==> src/sv/assert_macros.svh <==
// assert_macros.svh: concurrent assertion macros shared by the rtl
// no dependencies; define ASSERT_OFF to drop every check
`ifndef ASSERT_MACROS_SVH
`define ASSERT_MACROS_SVH
`ifndef ASSERT_OFF
// same-cycle implication, checked outside reset
`define ASSERT_IMPLIES(label, clk, rst, ante, cons) \
   label: assert property (@(posedge clk) disable iff (rst) (ante) |-> (cons)) \
      else $error("assertion failed");
// next-cycle implication, checked outside reset
`define ASSERT_NEXT(label, clk, rst, ante, cons) \
   label: assert property (@(posedge clk) disable iff (rst) (ante) |=> (cons)) \
      else $error("assertion failed");
`else
`define ASSERT_IMPLIES(label, clk, rst, ante, cons)
`define ASSERT_NEXT(label, clk, rst, ante, cons)
`endif
`endif

==> src/sv/cfcf_pkg.sv <==
// cfcf_pkg: types, constants and identifier table of the change filter
// no dependencies
`default_nettype none

package cfcf_pkg;

   localparam int DATA_BYTES = 8;
   localparam int NUM_SLOTS  = 11;
   localparam int ID_W       = 12;
   localparam int LEN_W      = 4;
   localparam int DATA_W     = DATA_BYTES * 8;
   localparam int SLOT_IDX_W = $clog2(NUM_SLOTS);

   localparam logic [DATA_W-1:0] SLOT_RESET = {DATA_W{1'b1}};

   localparam logic [ID_W-1:0] ID_TABLE [NUM_SLOTS] = '{
      12'h626, 12'h466, 12'h566, 12'h666, 12'h766, 12'h866,
      12'h200, 12'h201, 12'h188, 12'h388, 12'h488
   };

   typedef struct packed {
      logic [ID_W-1:0]   frame_id;
      logic [LEN_W-1:0]  frame_length;
      logic [DATA_W-1:0] frame_data;
   } req_type;

   typedef struct packed {
      logic              changed;
      logic              known_id;
      logic [DATA_W-1:0] swapped_data;
   } rsp_type;

   typedef struct packed {
      logic changed;
      logic known_id;
   } slot_status_type;

endpackage

`default_nettype wire

==> src/sv/cfcf_swap.sv <==
// cfcf_swap: reverses the first len/2 bytes inside each four-byte half
// depends on cfcf_pkg
`default_nettype none

module cfcf_swap (
   input  wire logic [cfcf_pkg::DATA_W-1:0] data,
   input  wire logic [cfcf_pkg::LEN_W-1:0]  len,
   output logic      [cfcf_pkg::DATA_W-1:0] swapped
);

   localparam int HALF_BYTES = cfcf_pkg::DATA_BYTES / 2;
   localparam int HALF_BITS  = HALF_BYTES * 8;
   localparam int SRC_W      = $clog2(HALF_BYTES);

   logic [cfcf_pkg::LEN_W-2:0] half;

   assign half = len[cfcf_pkg::LEN_W-1:1];

   always_comb begin
      logic [cfcf_pkg::LEN_W-2:0] src_full;
      logic [SRC_W-1:0]           src;
      swapped = data;
      for (int i = 0; i < HALF_BYTES; i++) begin
         src_full = half - (cfcf_pkg::LEN_W-1)'(i) - (cfcf_pkg::LEN_W-1)'(1);
         src      = src_full[SRC_W-1:0];
         if ((cfcf_pkg::LEN_W-1)'(i) < half) begin
            swapped[8*i +: 8]             = data[8*src +: 8];
            swapped[HALF_BITS + 8*i +: 8] = data[HALF_BITS + 8*src +: 8];
         end
      end
   end

endmodule

`default_nettype wire

==> src/sv/cfcf_slots.sv <==
// cfcf_slots: identifier match, last-data slots, compare and slot update
// depends on cfcf_pkg
`default_nettype none

module cfcf_slots (
   input  wire logic                          clock,
   input  wire logic                          reset,
   input  wire logic                          update,
   input  wire logic [cfcf_pkg::ID_W-1:0]     frame_id,
   input  wire logic [cfcf_pkg::LEN_W-1:0]    len,
   input  wire logic [cfcf_pkg::DATA_W-1:0]   swapped,
   output cfcf_pkg::slot_status_type          status
);

   logic [cfcf_pkg::DATA_W-1:0]     slot_ff [cfcf_pkg::NUM_SLOTS];
   logic [cfcf_pkg::DATA_W-1:0]     slot_in;
   logic [cfcf_pkg::DATA_W-1:0]     slot_rd;
   logic [cfcf_pkg::DATA_W-1:0]     mask;
   logic [cfcf_pkg::SLOT_IDX_W-1:0] idx;
   logic                            hit;
   logic                            diff;
   logic                            wr_en;

   // identifiers are distinct, so the first match is the only one
   always_comb begin
      hit = 1'b0;
      idx = '0;
      for (int i = 0; i < cfcf_pkg::NUM_SLOTS; i++) begin
         if (!hit && frame_id == cfcf_pkg::ID_TABLE[i]) begin
            hit = 1'b1;
            idx = cfcf_pkg::SLOT_IDX_W'(i);
         end
      end
   end

   always_comb begin
      for (int k = 0; k < cfcf_pkg::DATA_BYTES; k++) begin
         mask[8*k +: 8] = (cfcf_pkg::LEN_W'(k) < len) ? 8'hFF : 8'h00;
      end
   end

   assign slot_rd = slot_ff[idx];
   assign diff    = |((slot_rd ^ swapped) & mask);
   assign slot_in = (slot_rd & ~mask) | (swapped & mask);
   assign wr_en   = update && hit && diff;

   assign status.known_id = hit;
   assign status.changed  = !hit || diff;

   always_ff @(posedge clock) begin
      if (reset) begin
         for (int i = 0; i < cfcf_pkg::NUM_SLOTS; i++) begin
            slot_ff[i] <= cfcf_pkg::SLOT_RESET;
         end
      end else if (wr_en) begin
         slot_ff[idx] <= slot_in;
      end
   end

endmodule

`default_nettype wire

==> src/sv/can_frame_change_filter.sv <==
// can_frame_change_filter: top level, input register, swap and slot logic, result register
// depends on cfcf_pkg, cfcf_swap, cfcf_slots and assert_macros.svh
//
//   channel  direction  handshake             payload
//   req      in         req_valid/req_stall   cfcf_pkg::req_type
//   rsp      out        rsp_valid/rsp_stall   cfcf_pkg::rsp_type
//
// one frame per cycle sustained while the result is not stalled; a taken frame is held in the
// input register until the result register loads, and the result leaves from that register
// the slot read, compare and write sit between the input and result registers,
// so a frame always sees the slot as left by the frame before it
// reset clears both valid registers and sets every slot to all ones
// a stalled result holds the input register; req_stall rises only when both are full
`default_nettype none
`include "assert_macros.svh"

module can_frame_change_filter (
   input  wire logic              clock,
   input  wire logic              reset,
   input  wire logic              req_valid,
   output logic                   req_stall,
   input  wire cfcf_pkg::req_type req_data,
   output logic                   rsp_valid,
   input  wire logic              rsp_stall,
   output cfcf_pkg::rsp_type      rsp_data
);

   logic                          in_valid_ff;
   logic                          in_valid_in;
   cfcf_pkg::req_type             in_data_ff;
   logic                          rsp_valid_ff;
   logic                          rsp_valid_in;
   cfcf_pkg::rsp_type             rsp_data_ff;
   cfcf_pkg::rsp_type             rsp_data_in;
   logic                          out_free;
   logic                          advance;
   logic                          take;
   logic [cfcf_pkg::LEN_W-1:0]    len_sat;
   logic [cfcf_pkg::DATA_W-1:0]   swapped;
   cfcf_pkg::slot_status_type     status;

   assign out_free  = !rsp_valid_ff || !rsp_stall;
   assign advance   = in_valid_ff && out_free;
   assign req_stall = in_valid_ff && !out_free;
   assign take      = req_valid && !req_stall;

   assign in_valid_in  = take || (in_valid_ff && !advance);
   assign rsp_valid_in = advance || (rsp_valid_ff && rsp_stall);

   // lengths above eight count as eight
   assign len_sat = (in_data_ff.frame_length > cfcf_pkg::LEN_W'(cfcf_pkg::DATA_BYTES))
                  ? cfcf_pkg::LEN_W'(cfcf_pkg::DATA_BYTES) : in_data_ff.frame_length;

   cfcf_swap u_swap (
      .data    (in_data_ff.frame_data),
      .len     (len_sat),
      .swapped (swapped)
   );

   cfcf_slots u_slots (
      .clock    (clock),
      .reset    (reset),
      .update   (advance),
      .frame_id (in_data_ff.frame_id),
      .len      (len_sat),
      .swapped  (swapped),
      .status   (status)
   );

   always_comb begin
      rsp_data_in.changed      = status.changed;
      rsp_data_in.known_id     = status.known_id;
      rsp_data_in.swapped_data = swapped;
   end

   always_ff @(posedge clock) begin
      if (reset) begin
         in_valid_ff  <= 1'b0;
         rsp_valid_ff <= 1'b0;
      end else begin
         in_valid_ff  <= in_valid_in;
         rsp_valid_ff <= rsp_valid_in;
      end
   end

   always_ff @(posedge clock) begin
      if (take) begin
         in_data_ff <= req_data;
      end
      if (advance) begin
         rsp_data_ff <= rsp_data_in;
      end
   end

   assign rsp_valid = rsp_valid_ff;
   assign rsp_data  = rsp_data_ff;

   `ASSERT_IMPLIES(a_stall_only_when_full, clock, reset, req_stall, in_valid_ff && rsp_valid_ff)
   `ASSERT_NEXT(a_advance_gives_result, clock, reset, advance, rsp_valid_ff)
   `ASSERT_IMPLIES(a_unknown_is_changed, clock, reset, rsp_valid && !rsp_data.known_id, rsp_data.changed)
   `ASSERT_IMPLIES(a_empty_frame_unchanged, clock, reset, in_valid_ff && status.known_id && len_sat == '0, !status.changed)

endmodule

`default_nettype wire
==> config.mk <==
export PLATFORM = sky130hd
export DESIGN_NAME = can_frame_change_filter
export DESIGN_NICKNAME = d
export VERILOG_FILES = /design/src/sv/cfcf_pkg.sv /design/src/sv/cfcf_swap.sv /design/src/sv/cfcf_slots.sv /design/src/sv/can_frame_change_filter.sv
export VERILOG_INCLUDE_DIRS = /design/src /design/src/sv
export SDC_FILE = /design/constraint.sdc
export NUM_CORES = 2
export LEC_CHECK = 0
export BUFFER_PORTS_ARGS = -buffer_cell sky130_fd_sc_hd__buf_2
export CORE_MARGIN = 8
export CORE_UTILIZATION = 58
export CTS_BUF_LIST = sky130_fd_sc_hd__clkbuf_4 sky130_fd_sc_hd__clkbuf_8
export CTS_CLUSTER_SIZE = 16
export DETAILED_ROUTE_END_ITERATION = 6
export PLACE_DENSITY = 0.78
export SLEW_MARGIN = 20
export SYNTH_ARGS = -nofsm -noshare
export SYNTH_HDL_FRONTEND = slang
export SYNTH_SLANG_ARGS = --single-unit
==> constraint.sdc <==
create_clock -name clock -period 5.7 [get_ports clock]
set_input_delay 1.14 -clock clock [delete_from_list [all_inputs] [get_ports clock]]
set_output_delay 1.14 -clock clock [all_outputs]
set_load 0.1 [all_outputs]
# After elaboration in Yosys (flattened, before gate mapping)
# Memory sizes are Yosys's and may differ from the RTL's.
# Cells that the tools add are included.
[classes] magnitude_cmp=13 shift=8 n_reduce_logical=39 n_bitwise=6 addsub=10 n_mux=46 eq_ne=11
[op_table] operator="$shiftx A64 B33 Y8" count=4
[op_table] operator="$shiftx A64 B6 Y8" count=4
[op_table] operator="$and A64 B64 Y64" count=3
[op_table] operator="$mux W8" count=16
[op_table] operator="$reduce_or A64 Y1" count=2
[op_table] operator="$eq A12 B11 Y1 const B" count=6
[op_table] operator="$mux W64" count=1
[op_table] operator="$not A64 Y64" count=1
[op_table] operator="$or A64 B64 Y64" count=1
[op_table] operator="$xor A64 B64 Y64" count=1
[op_table] operator="$eq A12 B10 Y1 const B" count=3
[op_table] operator="$add A6 B5 Y7 const A" count=4
[op_table] operator="$mux W4" count=5
[op_table] operator="$mux W1" count=18
[op_table] operator="$logic_and A1 B1 Y1" count=17
[op_table] operator="$logic_not A1 Y1" count=16
[op_table] operator="$lt A3 B4 Y1 const A" count=4
[op_table] operator="$eq A12 B12 Y1 const B" count=1
[op_table] operator="$eq A12 B9 Y1 const B" count=1
[op_table] operator="$mux W3" count=4
[op_table] operator="$lt A1 B4 Y1 const A" count=2
[op_table] operator="$lt A2 B4 Y1 const A" count=2
[op_table] operator="$sub A2 B1 Y2 const B" count=4
[op_table] operator="$lt A1 B3 Y1 const A" count=2
[op_table] operator="5 further kinds" count=11
[totals] n_memories=1 inputBits=84 wordCells=142 ram_bits=704 register_bits=148
[memory_table] name="u_slots.slot_ff" words=11 width=64 rd=1 rd_clocked_by_memory_dff=0 write_ports=11 line_no="cfcf_slots.sv:15" rtl="logic [cfcf_pkg::DATA_W-1:0] slot_ff [cfcf_pkg::NUM_SLOTS];"

# Depth between registers and ports, before layout
# An unclocked memory read counts as a cell.
[depth] word_depth=42 depth_mapped=23 ltp_nobuf=13

# Hierarchy
# From an unflattened synthesis, not the netlist that was laid out.
[hier_totals] cells_unflattened=3613 hier_area_um2=44420.1
[modules_own_cells] module="cfcf_slots" seq_area_each_um2=22301.4 cells_each=3126 n_inst=1 area_per_inst_um2=37652.4
[modules_own_cells] module="can_frame_change_filter" seq_area_each_um2=4424.2 cells_each=160 n_inst=1 area_per_inst_um2=4493.1
[modules_own_cells] module="cfcf_swap" seq_area_each_um2=0.0 cells_each=327 n_inst=1 area_per_inst_um2=2274.7

# Least setup slack after synthesis
# Ideal clock, no wire load.
[synth_timing] path_type="input to register" start="in rsp_stall" end="reg in_data_ff[0] (netlist bit), enable pin" t_arrival_ps=5340 stages=2 required_ps=5173 path_slack_ps=-167 setup_time_ps=527 path_buffers=0 path_cell_list="and3_1 nor2b_1"
[synth_via] elab_chain_cells=6
[synth_lines] item="start, declared" line_no="can_frame_change_filter.sv:24" rtl="input wire logic rsp_stall,"
[synth_lines] item="$logic_not A1 Y1" line_no="can_frame_change_filter.sv:42" rtl="assign out_free = !rsp_valid_ff || !rsp_stall;"
[synth_lines] item="$logic_or A1 B1 Y1" line_no="can_frame_change_filter.sv:42"
[synth_lines] item="$logic_not A1 Y1" line_no="can_frame_change_filter.sv:44" rtl="assign req_stall = in_valid_ff && !out_free;"
[synth_lines] item="$logic_and A1 B1 Y1" line_no="can_frame_change_filter.sv:44"
[synth_lines] item="$logic_not A1 Y1" line_no="can_frame_change_filter.sv:45" rtl="assign take = req_valid && !req_stall;"
[synth_lines] item="$logic_and A1 B1 Y1" line_no="can_frame_change_filter.sv:45"
[synth_lines] item="via take" line_no="can_frame_change_filter.sv:37" rtl="logic take;"
[synth_lines] item="end signal, assigned" line_no="can_frame_change_filter.sv:88" rtl="in_data_ff <= req_data;"
[synth_lines] item="end, declared" line_no="can_frame_change_filter.sv:30" rtl="cfcf_pkg::req_type in_data_ff;"
# The timed path passes the listed nets, and every way through them passes these cells.
# A chain may end at the register's enable or synchronous reset.

==> results.md <==
* Status: finished with violations
* Failing checks: negative setup slack
* Rel. slew slack at 14.1%
* Cell Area, Synth at a little over 40000 um^2
* Clock Sinks at 902
* RR Endpoint: u_slots.slot_ff[9][14]
* Initial antenna violation count at 3
* Crit path launch type: flip-flop
* Post-synthesis compound-gate area fraction at 6.31%
* Std-Cell Rows at 98
* Worst hold margin at between 0.4 and 0.5 ns
* Die Y at 283 um
* Pre-CTS setup slack at -0.265 ns
* DRT iter0 DRCs at slightly below 5000
* CTS Buf Count at ~140
* Post-synth EDFFs at 836
* Area Growth Syn to Fin at 15.2%
* Reg-to-Reg Start: in_data_ff[75]
* Mux share of post-synthesis cell area at roughly 10%
* DRC at 0
* Reg2reg setup slack at -0.05 ns
* HPWL Detailed at 83000 um
* Flops & latches, synth at 902
* IO Count at 152
* Width of the die at 283 um
* Synth top area share at 60.8%
* Core area at 71000 um^2
* Setup crit start: in_data_ff[75]
* Filler instances at 4823
* Worst-path maximum fanout at 46
* Final Non-Filler Cells at 4737
* Initial Util at 58.2%
* Leading register cell type out of synthesis: edfxtp_1
* Via Count at 31066
* Tmin final at 5.75 ns
* Layout cells sized above 1 at 18.7%
* Drt pass-1 iters at 6
* Hold-fix buffers, CTS at 0
* Final worst-path cycle share at 101%
* Lkg Pwr at 14.6 nW
* Worst skew pair latency at 0.83 ns
* CTS tree: built
* Post-synth cell types at 74
* Max_cap viols at 0
* Drt total wl at 133000 um
* First-pass GRT wire length at 189000 um
* Fin nets at 3751
* Clk buf depth at 3
* Register Area at 26400 um^2
* Simple-gate portion of the synthesized area at between 10% and 20%
* Average size of a mapped cell at 12.1 um^2
* Vias in the first global route at 29687
* CP Capture Type: flip-flop
* Post-DRT Antenna Nets at 0
* Port bufs at 151
* Main combinational cell family by area after synthesis: simple AND/OR/NAND/NOR gates
* Pin count of the biggest net entering global routing at 95
* Final core occ at 67.0%
* Grt ovf at 0
* XOR/XNOR share of the synthesized area at 1.12%
* Gr usage total at 32.1%
* DIE AREA at 80000 um^2
* Slew @ Worst Pin at 1.28 ns
* Final Max Slew Viols at 0
* Synth area leader: edfxtp_1
* # placed instances at 4449
* Clk_skew at 0.0529 ns
* Fin worst setup slack at -0.0490 ns
* R2R depth at 20
* Kind of critical path: flip-flop to flip-flop
* Crit path DAT at 6.24 ns
* VDD IR max at 0.266 mV
* Area contributors post-synth: edfxtp_1 (61%), mux2i_1 (9.5%), nand2_1 (6.2%), dfxtp_1 (3.2%), nand3_1 (2.0%)
* Fraction of registers with async set/reset at 0%
* Worst min path class: flip-flop to flip-flop
* Syn Inst Count at 3401
* Worst EP required at 6.19 ns
* Synth Area in Adders at 0%
* Warnings, synthesis at 0
* Clk pin slew, worst setup/hold paths at roughly 0.060 ns
* Hold Vio Cnt, Final at 0
* Multi-input gate area at 13700 um^2
* Routed WL per cell at 28.1 um
* Power density cells at slightly below 300 nW/um^2
* Max Fclk at about 170 MHz
* DR vias/cell at 6.56
* Gpl congestion at between 0.9 and 1
* Htree depth at 4
* Register area share after synthesis at 64.0%
* Worst setup endpoint: u_slots.slot_ff[9][14]
* Clock Root Buffer: clkbuf_8
* # setup viols final at 37
-- worst max-delay path, cell delays in order (launching register included) --
cell      delay (ns)
edfxtp_1        0.50
nor4bb_1        0.20
buf_4           0.17
and4_1          0.27
nor3_4          0.47
buf_4           0.29
a21oi_1         0.06
buf_4           0.24
a22oi_1         0.18
nand4_1         0.14
buf_4           0.19
xnor2_1         0.37
nor4_1          0.14
buf_4           0.17
a41oi_1         0.41
a21oi_1         0.18
a31oi_4         0.27
buf_4           0.31
and3b_4         0.37
buf_16          0.31
nand2_1         0.11
-- stage by stage --
stage | setup TNS [ns] | power [mW] | instance area (um^2)
2_1_floorplan | 0 | 8.14 | 41500
3_3_place_gp | -47.52 | 8.55 | 44300
3_5_place_dp | -222.83 | 8.56 | 44300
4_1_cts | 0 | 14.1 | 47300
5_1_grt | -0.363 | 14.5 | 47600
6_report | -0.589 | 14.2 | 47600
-- routing by layer --
layer | GRT usage [%] | wire length (um) | vias to the layer above
met5 | 0 | 0 | -
met3 | 9.91 | 21200 | 473
met4 | 16.4 | 7150 | 0
met1 | 41.1 | 45400 | 14827
li1 | - | - | 13026
met2 | 49.3 | 59200 | 2740
-- worst min path at each step --
stage / cells after the start / start / endpoint
after floorplan: 2 / in_valid_ff / rsp_valid
after CTS: 1 / req_data[70] / in_data_ff[70]
final: 2 / in_valid_ff / rsp_valid
after detailed placement: 2 / in_valid_ff / rsp_valid
after global routing: 1 / req_data[56] / in_data_ff[56]
after global placement: 2 / in_valid_ff / rsp_valid
-- Yosys cell counts (7+ instances only) --
| library cell | count |
|---|---|
| o211a_1 | 7 |
| nor2b_1 | 68 |
| nand4_1 | 126 |
| a211oi_1 | 27 |
| nor3_1 | 27 |
| clkbuf_1 | 172 |
| nand3_1 | 166 |
| mux2_2 | 15 |
| nor2_1 | 133 |
| o21ai_0 | 85 |
| inv_1 | 24 |
| xnor2_1 | 31 |
| dfxtp_1 | 66 |
| buf_1 | 13 |
| and4_1 | 13 |
| mux2i_1 | 391 |
| a21o_1 | 9 |
| edfxtp_1 | 836 |
| a21oi_1 | 85 |
| or3_1 | 7 |
| buf_4 | 16 |
| nand2_1 | 679 |
| and3_1 | 15 |
| buf_2 | 81 |
| a22oi_1 | 20 |
| buf_6 | 36 |
| o22ai_1 | 80 |
| xor2_1 | 22 |
| a32oi_1 | 22 |
| nor4_1 | 18 |
-- registers in the layout, summed over array words and instances (netlist names) --
| name | flops |
|---|---|
| u_slots.slot_ff | 754 |
| rsp_data | 66 |
| in_data_ff | 80 |
| rsp_valid | 1 |
| in_valid_ff | 1 |
-- layout make-up --
cell class                 count  area share, %
clock buffer                 210           5.38
tap                          950           2.50
sequential                   902           55.5
multi-input combinational   2207           28.7
clock inverter                55          0.807
antenna                        1        0.00526
inverter                      24          0.189
timing repair buffer         388           6.86
-- where the power goes --
group          internal, mW  switching (mW)
sequential             7.30          0.0522
combinational         0.261           0.870
clock                  3.07            2.60
-- placed cells by master (no fill, tap or decap), drive strengths merged, types with 50 or more instances in the layout --
| cell type | instances |
|---|---|
| nand4 | 126 |
| clkbuf | 215 |
| o21ai | 87 |
| nor2b | 68 |
| conb | 50 |
| nand2 | 679 |
| nand3 | 167 |
| o22ai | 80 |
| mux2i | 391 |
| nor2 | 133 |
| edfxtp | 836 |
| buf | 383 |
| dfxtp | 66 |
| a21oi | 85 |
-- cell families after synthesis --
group	after synthesis
muxes	409
buffers and inverters	342
xor gates and xnor gates	53
other	1
and+or+nand+nor	1293
DFF	902
AOI/OAI and AO/OA	401
-- what timing repair did --
item / CTS / global route
resized for setup: 5 / 21
setup endpoints to repair: 1266 / 1362
gates cloned: 1 / 3
buffers inserted: 4 / 13
pin swaps: 2 / 6
No activity file was read; power rests on OpenSTA's default activity.
